`config.mk`:
```
export PLATFORM = sky130hd
export DESIGN_NAME = mpi_controller
export DESIGN_NICKNAME = d
export VERILOG_FILES = /design/src/design/mpi_pkg.sv /design/src/design/mpi_controller.sv
export SDC_FILE = /design/constraint.sdc
export NUM_CORES = 1
export LEC_CHECK = 0
export ABC_AREA = 1
export BUFFER_PORTS_ARGS = -buffer_cell sky130_fd_sc_hd__buf_2
export CAP_MARGIN = 20
export CORE_MARGIN = 3
export CORE_UTILIZATION = 45
export CTS_CLUSTER_DIAMETER = 100
export DETAILED_ROUTE_END_ITERATION = 12
export GPL_TIMING_DRIVEN = 0
export PLACE_DENSITY = 0.67
export SYNTH_ARGS = -nofsm -noshare
export SYNTH_HDL_FRONTEND = slang
export SYNTH_SLANG_ARGS = --single-unit
export TNS_END_PERCENT = 100
```
`constraint.sdc`:
```
create_clock -name clk_i -period 4.71 [get_ports clk_i]
set_input_delay 0.942 -clock clk_i [delete_from_list [all_inputs] [get_ports clk_i]]
set_output_delay 0.942 -clock clk_i [all_outputs]
set_load 0.02 [all_outputs]
```
`src/design/mpi_pkg.sv`:
```
// ----------------------------------------------------------------------------
// mpi_pkg
// Shared constants, codes and command/status types of the pseudo-inverse core.
// ----------------------------------------------------------------------------
`default_nettype none

package mpi_pkg;

  localparam int unsigned MAX_ROWS      = 8;
  localparam int unsigned MAX_COLS      = 8;
  localparam int unsigned AUG_W         = 2 * MAX_COLS;
  localparam int unsigned IN_DEPTH      = MAX_ROWS * MAX_COLS;
  localparam int unsigned AUG_DEPTH     = MAX_COLS * AUG_W;
  localparam int unsigned RES_DEPTH     = MAX_ROWS * MAX_COLS;
  localparam int unsigned IN_AW         = $clog2(IN_DEPTH);
  localparam int unsigned AUG_AW        = $clog2(AUG_DEPTH);
  localparam int unsigned RES_AW        = $clog2(RES_DEPTH);
  localparam int unsigned IDX_W         = 4;
  localparam int unsigned JW            = 5;
  localparam int unsigned CNT_W         = 7;
  localparam int unsigned DATA_W        = 32;
  localparam int unsigned CFG_AW        = 3;
  localparam int unsigned DEF_FRAC_BITS = 16;

  localparam logic       REG_ROW_COUNT = 1'b0;
  localparam logic       REG_COL_COUNT = 1'b1;
  localparam logic [3:0] COUNT_RESET   = 4'd6;

  typedef enum logic [2:0] {
    W_ACC,
    W_ONE,
    W_ZERO,
    W_PORT_A,
    W_PORT_B,
    W_QUOT,
    W_DIFF
  } aug_wsel_e;

  typedef enum logic [1:0] {
    MUL_GRAM,
    MUL_ELIM,
    MUL_OUT
  } mul_sel_e;

  typedef struct packed {
    logic              in_we;
    logic [IN_AW-1:0]  in_waddr;
    logic [IN_AW-1:0]  in_raddr_a;
    logic [IN_AW-1:0]  in_raddr_b;
    logic              aug_we;
    logic [AUG_AW-1:0] aug_waddr;
    aug_wsel_e         aug_wsel;
    logic [AUG_AW-1:0] aug_raddr_a;
    logic [AUG_AW-1:0] aug_raddr_b;
    logic              res_we;
    logic [RES_AW-1:0] res_addr;
    logic              mul_en;
    mul_sel_e          mul_sel;
    logic              acc_clr;
    logic              acc_en;
    logic              best_ld;
    logic              best_first;
    logic              d_ld;
    logic              f_ld;
    logic              div_start;
    logic              sat_clr;
  } dp_cmd_t;

  typedef struct packed {
    logic a_zero;
    logic mag_gt;
    logic div_busy;
  } dp_status_t;

endpackage

`default_nettype wire

```
`src/design/mpi_controller.sv`:
```
// ----------------------------------------------------------------------------
// mpi_controller
// Sequencer: load counting, Gram product, pivoted Gauss-Jordan elimination,
// output product and result delivery.
// ----------------------------------------------------------------------------
`default_nettype none

module mpi_controller (
  input  wire logic                        clk_i,
  input  wire logic                        rst_ni,
  input  wire logic [3:0]                  nr_i,
  input  wire logic [3:0]                  nc_i,
  input  wire logic                        cfg_wr_i,
  input  wire logic                        in_valid_i,
  output logic                             in_ready_o,
  input  wire logic                        out_ready_i,
  output logic                             out_valid_o,
  output logic [2:0]                       out_row_o,
  output logic [2:0]                       out_col_o,
  output logic                             out_last_o,
  input  wire mpi_pkg::dp_status_t         status_i,
  output mpi_pkg::dp_cmd_t                 cmd_o
);

  typedef enum logic [4:0] {
    S_IDLE, S_G_RD, S_G_MUL, S_G_ACC, S_G_W1, S_G_W2,
    S_P_RD, S_P_CMP, S_SW_RD, S_SW_W1, S_SW_W2, S_D_RD, S_D_CHK,
    S_N_RD, S_N_GO, S_N_WAIT, S_N_WR, S_F_RD, S_F_LD, S_E_RD, S_E_MUL, S_E_WR,
    S_O_RD, S_O_MUL, S_O_ACC, S_O_WR, S_X_RD, S_X_SHOW
  } state_e;

  state_e                      state_q, state_d;
  logic [mpi_pkg::IDX_W-1:0]   i_q, i_d, k_q, k_d, piv_q, piv_d, piv_n, k_first, k_next;
  logic [mpi_pkg::JW-1:0]      j_q, j_d;
  logic [mpi_pkg::CNT_W-1:0]   n_q, n_d, ld_q, ld_d, total;
  logic [mpi_pkg::JW-1:0]      width2;
  logic                        next_col;

  function automatic logic [mpi_pkg::IN_AW-1:0] in_addr(input logic [3:0] r,
                                                        input logic [3:0] c,
                                                        input logic [3:0] n);
    logic [7:0] t;
    t = {4'b0, r} * {4'b0, n} + {4'b0, c};
    return t[mpi_pkg::IN_AW-1:0];
  endfunction

  function automatic logic [mpi_pkg::AUG_AW-1:0] aug_addr(input logic [3:0] r,
                                                          input logic [4:0] c);
    logic [8:0] t;
    t = {5'b0, r} * 9'(mpi_pkg::AUG_W) + {4'b0, c};
    return t[mpi_pkg::AUG_AW-1:0];
  endfunction

  assign total   = mpi_pkg::CNT_W'({4'b0, nr_i} * {4'b0, nc_i});
  assign width2  = {nc_i, 1'b0};
  assign k_first = (i_q == '0) ? 4'd1 : 4'd0;
  assign piv_n   = ((k_q == i_q) || status_i.mag_gt) ? k_q : piv_q;

  // Next row to eliminate, stepping over the pivot row.
  always_comb begin
    k_next = k_q + 4'd1;
    if (k_next == i_q) k_next = i_q + 4'd1;
  end

  always_comb begin
    state_d  = state_q;
    i_d      = i_q;
    j_d      = j_q;
    k_d      = k_q;
    piv_d    = piv_q;
    n_d      = n_q;
    ld_d     = ld_q;
    next_col = 1'b0;
    cmd_o    = '0;

    case (state_q)
      S_G_RD, S_G_MUL: begin
        cmd_o.in_raddr_a = in_addr(k_q, i_q, nc_i);
        cmd_o.in_raddr_b = in_addr(k_q, j_q[3:0], nc_i);
      end
      S_O_RD, S_O_MUL: begin
        cmd_o.aug_raddr_a = aug_addr(i_q, {1'b0, nc_i} + {1'b0, k_q});
        cmd_o.in_raddr_a  = in_addr(j_q[3:0], k_q, nc_i);
      end
      S_P_RD, S_P_CMP: cmd_o.aug_raddr_a = aug_addr(k_q, {1'b0, i_q});
      S_SW_RD, S_SW_W1, S_SW_W2: begin
        cmd_o.aug_raddr_a = aug_addr(i_q, j_q);
        cmd_o.aug_raddr_b = aug_addr(piv_q, j_q);
      end
      S_D_RD, S_D_CHK: cmd_o.aug_raddr_a = aug_addr(i_q, {1'b0, i_q});
      S_N_RD, S_N_GO:  cmd_o.aug_raddr_a = aug_addr(i_q, j_q);
      S_F_RD, S_F_LD:  cmd_o.aug_raddr_a = aug_addr(k_q, {1'b0, i_q});
      S_E_RD, S_E_MUL, S_E_WR: begin
        cmd_o.aug_raddr_a = aug_addr(k_q, j_q);
        cmd_o.aug_raddr_b = aug_addr(i_q, j_q);
      end
      default: ;
    endcase
    cmd_o.res_addr = n_q[mpi_pkg::RES_AW-1:0];
    cmd_o.in_waddr = ld_q[mpi_pkg::IN_AW-1:0];

    case (state_q)
      S_IDLE: begin
        cmd_o.in_we = in_valid_i;
        if (cfg_wr_i) begin
          ld_d = '0;
        end else if (in_valid_i) begin
          if (ld_q + 7'd1 == total) begin
            ld_d          = '0;
            cmd_o.sat_clr = 1'b1;
            i_d           = '0;
            j_d           = '0;
            k_d           = '0;
            state_d       = S_G_RD;
          end else begin
            ld_d = ld_q + 7'd1;
          end
        end
      end
      S_G_RD: begin
        cmd_o.acc_clr = (k_q == '0);
        state_d       = S_G_MUL;
      end
      S_G_MUL: begin
        cmd_o.mul_en  = 1'b1;
        cmd_o.mul_sel = mpi_pkg::MUL_GRAM;
        state_d       = S_G_ACC;
      end
      S_G_ACC: begin
        cmd_o.acc_en = 1'b1;
        if (k_q + 4'd1 == nr_i) begin
          state_d = S_G_W1;
        end else begin
          k_d     = k_q + 4'd1;
          state_d = S_G_RD;
        end
      end
      S_G_W1: begin
        cmd_o.aug_we    = 1'b1;
        cmd_o.aug_waddr = aug_addr(i_q, j_q);
        cmd_o.aug_wsel  = mpi_pkg::W_ACC;
        state_d         = S_G_W2;
      end
      S_G_W2: begin
        cmd_o.aug_we    = 1'b1;
        cmd_o.aug_waddr = aug_addr(i_q, {1'b0, nc_i} + j_q);
        cmd_o.aug_wsel  = ({1'b0, i_q} == j_q) ? mpi_pkg::W_ONE : mpi_pkg::W_ZERO;
        k_d             = '0;
        if (j_q + 5'd1 == {1'b0, nc_i}) begin
          j_d = '0;
          if (i_q + 4'd1 == nc_i) begin
            i_d     = '0;
            k_d     = '0;
            state_d = S_P_RD;
          end else begin
            i_d     = i_q + 4'd1;
            state_d = S_G_RD;
          end
        end else begin
          j_d     = j_q + 5'd1;
          state_d = S_G_RD;
        end
      end
      S_P_RD: state_d = S_P_CMP;
      S_P_CMP: begin
        cmd_o.best_ld    = 1'b1;
        cmd_o.best_first = (k_q == i_q);
        piv_d            = piv_n;
        if (k_q + 4'd1 == nc_i) begin
          j_d     = '0;
          state_d = (piv_n != i_q) ? S_SW_RD : S_D_RD;
        end else begin
          k_d     = k_q + 4'd1;
          state_d = S_P_RD;
        end
      end
      S_SW_RD: state_d = S_SW_W1;
      S_SW_W1: begin
        cmd_o.aug_we    = 1'b1;
        cmd_o.aug_waddr = aug_addr(i_q, j_q);
        cmd_o.aug_wsel  = mpi_pkg::W_PORT_B;
        state_d         = S_SW_W2;
      end
      S_SW_W2: begin
        cmd_o.aug_we    = 1'b1;
        cmd_o.aug_waddr = aug_addr(piv_q, j_q);
        cmd_o.aug_wsel  = mpi_pkg::W_PORT_A;
        if (j_q + 5'd1 == width2) begin
          state_d = S_D_RD;
        end else begin
          j_d     = j_q + 5'd1;
          state_d = S_SW_RD;
        end
      end
      S_D_RD: state_d = S_D_CHK;
      S_D_CHK: begin
        cmd_o.d_ld = 1'b1;
        if (status_i.a_zero) begin
          next_col = 1'b1;
        end else begin
          j_d     = '0;
          state_d = S_N_RD;
        end
      end
      S_N_RD: state_d = S_N_GO;
      S_N_GO: begin
        cmd_o.div_start = 1'b1;
        state_d         = S_N_WAIT;
      end
      S_N_WAIT: begin
        if (!status_i.div_busy) state_d = S_N_WR;
      end
      S_N_WR: begin
        cmd_o.aug_we    = 1'b1;
        cmd_o.aug_waddr = aug_addr(i_q, j_q);
        cmd_o.aug_wsel  = mpi_pkg::W_QUOT;
        if (j_q + 5'd1 == width2) begin
          k_d = k_first;
          if (k_first >= nc_i) next_col = 1'b1;
          else state_d = S_F_RD;
        end else begin
          j_d     = j_q + 5'd1;
          state_d = S_N_RD;
        end
      end
      S_F_RD: state_d = S_F_LD;
      S_F_LD: begin
        cmd_o.f_ld = 1'b1;
        j_d        = '0;
        state_d    = S_E_RD;
      end
      S_E_RD: state_d = S_E_MUL;
      S_E_MUL: begin
        cmd_o.mul_en  = 1'b1;
        cmd_o.mul_sel = mpi_pkg::MUL_ELIM;
        state_d       = S_E_WR;
      end
      S_E_WR: begin
        cmd_o.aug_we    = 1'b1;
        cmd_o.aug_waddr = aug_addr(k_q, j_q);
        cmd_o.aug_wsel  = mpi_pkg::W_DIFF;
        if (j_q + 5'd1 == width2) begin
          if (k_next >= nc_i) begin
            next_col = 1'b1;
          end else begin
            k_d     = k_next;
            state_d = S_F_RD;
          end
        end else begin
          j_d     = j_q + 5'd1;
          state_d = S_E_RD;
        end
      end
      S_O_RD: begin
        cmd_o.acc_clr = (k_q == '0);
        state_d       = S_O_MUL;
      end
      S_O_MUL: begin
        cmd_o.mul_en  = 1'b1;
        cmd_o.mul_sel = mpi_pkg::MUL_OUT;
        state_d       = S_O_ACC;
      end
      S_O_ACC: begin
        cmd_o.acc_en = 1'b1;
        if (k_q + 4'd1 == nc_i) begin
          state_d = S_O_WR;
        end else begin
          k_d     = k_q + 4'd1;
          state_d = S_O_RD;
        end
      end
      S_O_WR: begin
        cmd_o.res_we = 1'b1;
        n_d          = n_q + 7'd1;
        k_d          = '0;
        state_d      = S_O_RD;
        if (j_q + 5'd1 == {1'b0, nr_i}) begin
          j_d = '0;
          if (i_q + 4'd1 == nc_i) begin
            i_d     = '0;
            n_d     = '0;
            state_d = S_X_RD;
          end else begin
            i_d = i_q + 4'd1;
          end
        end else begin
          j_d = j_q + 5'd1;
        end
      end
      S_X_RD: state_d = S_X_SHOW;
      S_X_SHOW: begin
        if (out_ready_i) begin
          if (n_q + 7'd1 == total) begin
            n_d     = '0;
            i_d     = '0;
            j_d     = '0;
            state_d = S_IDLE;
          end else begin
            n_d     = n_q + 7'd1;
            state_d = S_X_RD;
            if (j_q + 5'd1 == {1'b0, nr_i}) begin
              j_d = '0;
              i_d = i_q + 4'd1;
            end else begin
              j_d = j_q + 5'd1;
            end
          end
        end
      end
      default: state_d = S_IDLE;
    endcase

    if (next_col) begin
      if (i_q + 4'd1 == nc_i) begin
        i_d     = '0;
        j_d     = '0;
        k_d     = '0;
        n_d     = '0;
        state_d = S_O_RD;
      end else begin
        i_d     = i_q + 4'd1;
        k_d     = i_q + 4'd1;
        state_d = S_P_RD;
      end
    end
  end

  always_ff @(posedge clk_i or negedge rst_ni) begin
    if (!rst_ni) begin
      state_q <= S_IDLE;
      i_q     <= '0;
      j_q     <= '0;
      k_q     <= '0;
      piv_q   <= '0;
      n_q     <= '0;
      ld_q    <= '0;
    end else begin
      state_q <= state_d;
      i_q     <= i_d;
      j_q     <= j_d;
      k_q     <= k_d;
      piv_q   <= piv_d;
      n_q     <= n_d;
      ld_q    <= ld_d;
    end
  end

  assign in_ready_o  = (state_q == S_IDLE);
  assign out_valid_o = (state_q == S_X_SHOW);
  assign out_row_o   = i_q[2:0];
  assign out_col_o   = j_q[2:0];
  assign out_last_o  = (n_q + 7'd1 == total);

endmodule

`default_nettype wire

```
==> impl_summary.md, run 1 <==
Run status
The flow ran to the end, and the final reports show no timing, DRC or antenna violations.

Worst setup path
STA classifies the critical path endpoint as an output port. On the worst path, the slowest cell contributes a delay of 0.51 ns. The number of cells on the worst reg-to-reg path is 23. The timing startpoint of the critical path is nc_i[1]. Among all stages on the critical path, the largest delay is contributed by sky130_fd_sc_hd__fa_1.

The critical path launch point type is an input pin. The critical path runs through a total of 15 cells. The worst register-to-register path ends at n_q[5].

The flop-to-flop setup slack is 0.79 ns. The critical path arrival is 3.74 ns. The maximum fanout along the worst path is 5.

The category of cells accounting for the largest share of critical-path delay is adder cells. The signal on the critical path passes through buf_12 > clkbuf_16 > nand2_4 > fa_1 > fa_1 > inv_2 > fa_2 > buf_6 > ha_4 > nand2_2 > inv_2 > o21ai_4 > buf_4 > a21oi_2 > buf_4. At the worst endpoint, the required time is 3.77 ns. The buffering stage count on the worst path with inverters included is 7. The worst setup path is of the input pin to output port kind. The worst flop-to-flop path startpoint is k_q[1]. In this run the worst setup path terminates at cmd_o[48].

Layout
The repair_antennas step left the layout with diodes totalling 0. After filler insertion, the fill cell instance count of the layout stands at 1,576. Of the cells placed in the final design, the portion with a size suffix greater than 1 is 0.189. In the final layout, the multi-input gates occupy 5380 um^2. The area taken by flip-flops and latches is 902 um^2. The area growth from synthesis to layout is 17.8%.

The count of nets after finishing is 1,382.

Placement
The routability congestion estimate from global placement is 0.951. The count of input and output buffers is 84. The post-placement worst setup slack is -0.686 ns. The detailed placement HPWL is 19,000 um.

Yosys
Counting flops with a built-in enable in the synthesized netlist gives 0. The cell count after synthesis is 1,180. The number of nets handed over by synthesis was 1,278. The Yosys step of the flow raised 0 warnings.

The mean post-synth cell area is 6.03 um^2. In the synthesized netlist the dominant register cell turns out to be sky130_fd_sc_hd__dfrtp_1. The mapped netlist covers 7110 um^2.

The sequential fraction of the synthesis area is 0.127. Yosys mapped the design onto 47 distinct sky130hd cell types. The share of synthesized registers carrying an async set or reset is 1.00.

The count of state elements after synthesis is 36.

Power
The ratio of total power to cell area is 399 nW/um^2. Summed over all cells, the static leakage comes to 4.87 nW. The worst voltage drop across the vdd grid is 257 uV.

Routing
The routed wire length is 24,200 um. The detailed router finished its first iteration with 729 violations. The iteration count of the initial detailed-routing pass is 5. The count of nets left with antenna violations once routing finished came out at 0.

The routed length per placed instance is 16.2 um. Detailed routing inserted a total of 8,119 vias. For this run, design rule violations remaining after detail routing come to 0.

The via-per-instance ratio is 5.43.

Die
The floorplan step defined a core boundary enclosing 15,300 um^2. Measured along the x axis, the die boundary spans 132 um. For this configuration, the core starts out at a cell density of 0.464. The I/O pin count is 87.

The die area is 17,300 um^2. The floorplan has 45 rows. The die is 132 um tall.

Clock tree
Counting along the longest clock path gives a buffer depth of 2. The clock drives 36 sinks. The number of hold buffers added after cts is 0.

After clock tree synthesis, the clock-pin slew on the worst setup and hold paths is 0.06 ns. The number of clock buffers inserted by TritonCTS is 5. The H-tree was split into 2 levels. The TritonCTS clock tree is done. The source-to-sink clock delay at the later pin of the worst-skew pair is 0.29 ns.

The buffer type at the clock tree root is sky130_fd_sc_hd__clkbuf_16.

Flow run
The count of max-cap constraint violations is 0.

Timing
The highest clock frequency the design can meet is 214 MHz. Setup repair after global routing could not meet its margin everywhere. The sum of negative setup slack is 0 ns. The number of pins with negative max-slew slack in the final report is 0. The final critical-path setup slack is 0.0328 ns. The final hold slack is 0.565 ns. Of the available clock period, the critical path in the final layout requires 0.993.

At the pin with the least slew margin, the transition time is 0.954 ns. The minimum period implied by the final worst setup slack is 4.68 ns. On the final layout, the worst clock skew is 0.00923 ns. Setup violations remaining at the end of the flow were counted as 0. Headroom to the max-slew limit came out at 0.364. The number of hold violations in the final report came to 0.

Min path
The classification of the worst-slack hold path is register to register. The worst hold path passes through 2 cells. The worst min-delay path startpoint is piv_q[3].

Global route
The number of antenna violations at the first check in global routing is 0. The global-route wire length before repair is 38,700 um. The largest net degree at the start of global routing is 37. The total global routing track utilization is 0.273. The aggregate global routing overflow is 0. The via count of the first global-routing pass is 7,495.
==> layout make-up <==
cell class / count / share of cell area
plain buffers: 40 / 0.0373
clock buffers: 7 / 0.0170
clock inverters: 1 / 0.000896
inverters: 195 / 0.0877
multi-input cells: 906 / 0.642
flip-flops and latches: 36 / 0.108
well taps: 211 / 0.0315
repair buffers: 100 / 0.0756
==> where the power goes <==
group          switching (mW)  internal [mW]  total (mW)  leakage, nW
registers               0.135          0.398       0.532        0.462
logic                    1.62          0.825        2.45         4.33
clock network           0.153          0.212       0.364       0.0701
==> state kept, by name (all words and copies together) (netlist names) <==
register / count
j_q: 5
piv_q: 4
i_q: 4
n_q: 7
ld_q: 7
state_q: 5
k_q: 4
==> through the flow <==
stage	power (mW)	instance area [um^2]	instances	util
after floorplan	2.22	7120	1180	-
after CTS	3.28	8250	1493	0.539
after detailed placement	2.85	7810	1475	0.510
after global routing	3.65	8380	1496	0.547
after global placement	2.85	7810	1475	0.510
final	3.34	8380	1496	0.547
==> worst register-to-register path, delay by kind of cell (launching register included) <==
family,cells,cell delay [ns]
flops,1,0.51
fa+ha+maj,2,0.72
buf+inv,7,1.01
xor+xnor,1,0.18
compound gates,4,0.50
simple gates,9,0.93
==> how the worst min path moves through the flow <==
stage          slack, ns  endpoint
5_1_grt             0.60   ld_q[1]
3_3_place_gp        0.55  piv_q[3]
3_5_place_dp        0.55   ld_q[1]
2_1_floorplan       0.51   ld_q[1]
4_1_cts             0.57  piv_q[3]
6_report            0.56  piv_q[3]
==> cells in the mapped netlist (3+ instances only) <==
library cell	n	area, um^2
sky130_fd_sc_hd__ha_1	64	801
sky130_fd_sc_hd__o221ai_1	5	43.8
sky130_fd_sc_hd__o21ai_0	47	235
sky130_fd_sc_hd__nor2_2	4	25.0
sky130_fd_sc_hd__nand3b_1	4	30.0
sky130_fd_sc_hd__inv_2	12	45.0
sky130_fd_sc_hd__fa_1	18	360
sky130_fd_sc_hd__nor2_4	9	101
sky130_fd_sc_hd__inv_1	180	676
sky130_fd_sc_hd__o21bai_1	5	37.5
sky130_fd_sc_hd__buf_2	9	45.0
sky130_fd_sc_hd__a21o_1	4	30.0
sky130_fd_sc_hd__o21a_1	3	22.5
sky130_fd_sc_hd__a22oi_1	4	30.0
sky130_fd_sc_hd__a221oi_1	3	26.3
sky130_fd_sc_hd__nand3_2	4	40.0
sky130_fd_sc_hd__o21ai_1	3	15.0
sky130_fd_sc_hd__nor3_1	11	55.1
sky130_fd_sc_hd__clkbuf_1	4	15.0
sky130_fd_sc_hd__xor2_1	16	140
sky130_fd_sc_hd__nand2_1	333	1250
sky130_fd_sc_hd__nand4_1	10	62.6
sky130_fd_sc_hd__o2111ai_1	5	43.8
sky130_fd_sc_hd__nor2_1	116	435
sky130_fd_sc_hd__a21oi_1	45	225
sky130_fd_sc_hd__buf_6	5	56.3
sky130_fd_sc_hd__nand2_2	18	113
sky130_fd_sc_hd__xnor2_1	17	149
sky130_fd_sc_hd__buf_4	25	188
sky130_fd_sc_hd__or2_2	4	25.0
sky130_fd_sc_hd__nand3_1	125	626
sky130_fd_sc_hd__o22ai_1	11	68.8
sky130_fd_sc_hd__dfrtp_1	36	901
==> cell usage in the layout (no fill, tap or decap), drive strengths merged, types with 3 or more instances in the layout <==
cell type	netlist	final
a21o	4	4
a21oi	47	47
a221oi	3	3
a22oi	4	4
buf	39	134
clkbuf	4	12
dfrtp	36	36
fa	18	18
ha	64	64
inv	193	193
nand2	353	353
nand3	129	129
nand3b	4	4
nand4	11	11
nor2	130	130
nor3	12	12
o2111ai	5	5
o21a	3	3
o21ai	50	50
o21bai	5	5
o221ai	5	5
o22ai	11	11
or2	4	4
xnor2	17	17
xor2	16	16
==> kinds of logic after synthesis <==
family | Yosys count | synth area share
flops | 36 | 0.127
xor+xnor | 33 | 0.0406
fa+ha+maj | 82 | 0.163
simple gates | 645 | 0.402
compound gates | 146 | 0.122
buf+inv | 238 | 0.146
==> what timing repair did <==
item	CTS	global route
buffers inserted	9	5
gates resized for setup	43	29
endpoints found under the setup margin	8	7
gates cloned	2	0
pin swaps	16	18
==> metal layers <==
layer,share of wire,routed length [um],vias to the layer above,GRT usage
li1,-,-,3985,-
met1,0.43,10500,3722,0.366
met2,0.46,11200,363,0.460
met3,0.077,1860,49,0.0375
met4,0.027,654,0,0.0776
met5,0,0,-,0
Power figures use the tool's default switching activity.
==> run 2, diff against run 1 <==
--- a/config.mk
+++ b/config.mk
@@ -12,7 +12,7 @@
 export CORE_UTILIZATION = 45
 export CTS_CLUSTER_DIAMETER = 100
 export DETAILED_ROUTE_END_ITERATION = 12
-export GPL_TIMING_DRIVEN = 0
+export GPL_TIMING_DRIVEN = 1
 export PLACE_DENSITY = 0.67
 export SYNTH_ARGS = -nofsm -noshare
 export SYNTH_HDL_FRONTEND = slang
==> constraint.sdc (replaced) <==
create_clock -name clk_i -period 3.75 [get_ports clk_i]
set_input_delay 0.75 -clock clk_i [delete_from_list [all_inputs] [get_ports clk_i]]
set_output_delay 0.75 -clock clk_i [all_outputs]
set_load 0.02 [all_outputs]
==> run 2 against run 1 <==
The run now ends with negative setup slack left. Clock power increased by 23%. Clock skew decreased by 0.0011 ns. Wire length increased by 0.73%. Sequential share of layout area decreased by 0.45 points. Combinational power increased by 33%. Register-to-register slack got worse by 0.56 ns. Critical path depth decreased by 1. Worst hold slack improved by 0.0058 ns. Die area unchanged. Non-clock buffer count increased by 32. Via count increased by 0.39%. Global-route usage increased by 0.24 points.
==> impl_summary.md, run 2 (synthesis gave the netlist of run 1 again) <==
Layout
Leaving out fill and tap cells, the most frequent cells in the layout are 319 x sky130_fd_sc_hd__nand2_1, 176 x sky130_fd_sc_hd__inv_1, 120 x sky130_fd_sc_hd__nand3_1. At the end of the flow, the number of nets in the layout was 1,414. The layout has 1,534 filler cells. Relative to the synthesized area, the layout overhead comes to 22.7%. The largest registers in the layout are ld_q x7, n_q x7. Summing all non-filler instances in the final layout gives an area of 8730 um^2. The library cell used most frequently in the layout, excluding fill and tap cells, is sky130_fd_sc_hd__nand2_1. The total inserted antenna cells is 0. The fraction of layout instances using a drive strength above 1 is 0.222.

Power
Of the total power, the share spent switching nets is 0.564. The completed layout was analyzed and its total power is 4.37 mW. Summed over all nets, the switching power comes to 2.46 mW. Of the total power, combinational logic draws 0.748.

The internal power consumption is 1.91 mW. The worst voltage drop across the vdd grid is 326 uV. The proportion of power drawn by flip-flops and latches is 0.150. The static leakage is 5.03 nW.

The ratio of total power to cell area is 500 nW/um^2. The clock share of power is 0.102.

Placement
The post-placement cell area is 8160 um^2. The count of input and output buffers is 86. The detailed placement HPWL is 19,200 um.

Timing analysis after detailed placement gives a worst setup slack of -0.635 ns. The routability congestion estimate from global placement is 0.991.

Routing
Wires add up to 24,400 um. The total via count after detailed routing is 8,151. After detailed routing, the number of remaining DRC violations is 0. Dividing the detail-routed wire length by the instance count gives 15.9 um.

The via-per-instance ratio is 5.33. The number of DRC markers after the initial detailed-route iteration is 745. The post-detailed-route count of antenna-violating nets is 0. The iteration count of the initial detailed-routing pass is 5.

Global route
The global-route wire length before repair is 38,800 um. Global routing finished with a remaining overflow of 0. The number of antenna violations at the first check in global routing was 1. Entering global routing, the biggest net connects 37 pins. The via count of the first global-routing pass is 7,592. The total global routing track utilization is 0.275.

Min path
The worst hold path begins at piv_q[3]. The end point of the worst hold path is piv_q[3]. The classification of the worst-slack hold path is register to register. Counting instances, the worst hold path has a depth of 2.

Worst setup path
The worst setup path is captured at an output port. Among the stages of the critical path, the cell type that occurs most often is sky130_fd_sc_hd__fa_1. The cell family contributing the most delay on the critical path is adder cells. The buffering stage count on the worst path with inverters included is 3. The worst-path cell with the longest stage delay is sky130_fd_sc_hd__fa_1. The worst flop-to-flop path startpoint is k_q[0]. The setup check on the worst reg-to-reg path leaves a slack of 0.23 ns. STA classifies the critical path startpoint as an input pin. The required time of the critical path is 3.00 ns.

The critical path arrival is 3.43 ns. The number of cells on the worst reg-to-reg path is 22. The largest stage delay on the critical path is 0.52 ns.

The critical path in this run is classified as input pin to output port. The maximum fanout along the worst path is 8. The destination of the worst register-to-register timing path is n_q[2].

The signal on the critical path passes through buf_8 > nand2_1 > fa_1 > fa_1 > fa_1 > inv_2 > ha_4 > nand2_2 > nor2_2 > a211oi_2 > a21oi_1 > o21ai_1 > o21ai_2 > buf_6.

Clock tree
The number of clock buffers inserted by TritonCTS is 5. TritonCTS built the clock tree. The later pin in the worst-skew pair is clocked with a latency of 0.30 ns. The number of hold buffers added after cts is 0. In this run the deepest clock path goes through 2 buffers.

The tree is rooted in a sky130_fd_sc_hd__clkbuf_16. The clock-pin slew of the registers on the worst-case setup and hold paths is 0.06 ns. The H-tree was split into 2 levels.

The number of clock sinks seen by CTS is 36.

Timing
The minimum period implied by the final worst setup slack is 4.18 ns. The post-route clock period utilization is 1.12. The final hold slack is 0.571 ns.

Across all setup checks in the final design, the least slack found is -0.434 ns. The number of hold violations in the final report is 0. The number of pins with negative max-slew slack in the final report is 0. The worst clock skew on the final layout is 0.00809 ns. Static timing analysis puts the maximum clock frequency at 239 MHz.

The relative slew slack is 0.362. Setup repair after global routing could not meet its margin everywhere. The number of endpoints failing setup at the final stage is 9. The actual transition at the worst max-transition pin is 0.957 ns.

Flow run
Across the run, the number of max-cap violations was 0.

Run status
The flow ran to the end, but the final reports show violations. The checks that failed: negative setup slack.

Die
The height of the chip is 132 um. The die area is 17,300 um^2. The floorplan has 45 rows. The core region is 15,300 um^2.

The initial core utilization is 0.464. The I/O pin count is 87. The horizontal die dimension is 132 um.
[run 2: changes by cell type in the layout (fill, tap and decap cells not counted), sizes merged]
| cell | change |
|---|---|
| inv | -1 |
| clkbuf | -5 |
| clkinv | +1 |
| buf | +37 |
[run 2: metrics by stage]
step           cells  TNS, ns   util
2_1_floorplan   1180    -1.76      -
3_3_place_gp    1511    -9.08  0.533
3_5_place_dp    1511   -10.87  0.533
4_1_cts         1525    -2.69  0.559
5_1_grt         1528    -3.71  0.570
6_report        1528    -2.79  0.570
[run 2: worst max path at each step]
stage               startpoint        end  slack, ns  depth (start not counted)
floorplan              nc_i[1]  cmd_o[54]      -0.32                         12
global placement       nc_i[1]  cmd_o[54]      -0.59                         14
detailed placement     nc_i[1]  cmd_o[54]      -0.64                         14
global route           nc_i[2]  cmd_o[54]      -0.54                         14
CTS                    nc_i[3]  cmd_o[54]      -0.39                         14
finish                 nc_i[2]  cmd_o[54]      -0.43                         14
[run 2: power groups by stage]
stage | logic [mW] | clock network (mW) | registers, mW
CTS | 3.11 | 0.458 | 0.651
finish | 3.27 | 0.446 | 0.655
detailed placement | 3.04 | 0 | 0.657
global route | 3.60 | 0.476 | 0.674
floorplan | 2.20 | 0 | 0.614
global placement | 3.02 | 0 | 0.657
[run 2: final cells by class]
type                            instances  area [um^2]  share of cell area
Sequential cell                        36          901               0.103
Clock buffer                            7          143              0.0163
Tap cell                              211          264              0.0303
Multi-Input combinational cell        906         5470               0.627
Inverter                              195          739              0.0847
Clock inverter                          1         7.51            0.000860
Timing Repair Buffer                  172         1200               0.138
[run 2: worst register-to-register path, cell delays in order (launching register included)]
cell	delay, ns
sky130_fd_sc_hd__dfrtp_1	0.42
sky130_fd_sc_hd__buf_4	0.24
sky130_fd_sc_hd__inv_1	0.08
sky130_fd_sc_hd__ha_1	0.32
sky130_fd_sc_hd__xor2_1	0.15
sky130_fd_sc_hd__a21oi_1	0.17
sky130_fd_sc_hd__nand4_1	0.11
sky130_fd_sc_hd__buf_4	0.18
sky130_fd_sc_hd__o21a_1	0.19
sky130_fd_sc_hd__ha_1	0.28
sky130_fd_sc_hd__nand2_1	0.05
sky130_fd_sc_hd__inv_1	0.06
sky130_fd_sc_hd__nand3_1	0.06
sky130_fd_sc_hd__nand3_1	0.12
sky130_fd_sc_hd__nand2_2	0.09
sky130_fd_sc_hd__nand2_2	0.11
sky130_fd_sc_hd__nand4_4	0.12
sky130_fd_sc_hd__nand2_4	0.14
sky130_fd_sc_hd__nand2_2	0.09
sky130_fd_sc_hd__inv_2	0.20
sky130_fd_sc_hd__a21oi_1	0.07
sky130_fd_sc_hd__o21ai_1	0.09
sky130_fd_sc_hd__inv_1	0.06
[run 2: what timing repair did]
item                       CTS  global route
buffers inserted             5             3
gates cloned                 1             0
setup endpoints to repair   19            34
pin swaps                   19            22
resized for setup           48            39
[run 2: layer usage]
metal | share of wire | track usage
met5 | 0.00029 | 0
met4 | 0.024 | 0.0718
met3 | 0.071 | 0.0471
met1 | 0.42 | 0.362
met2 | 0.48 | 0.469
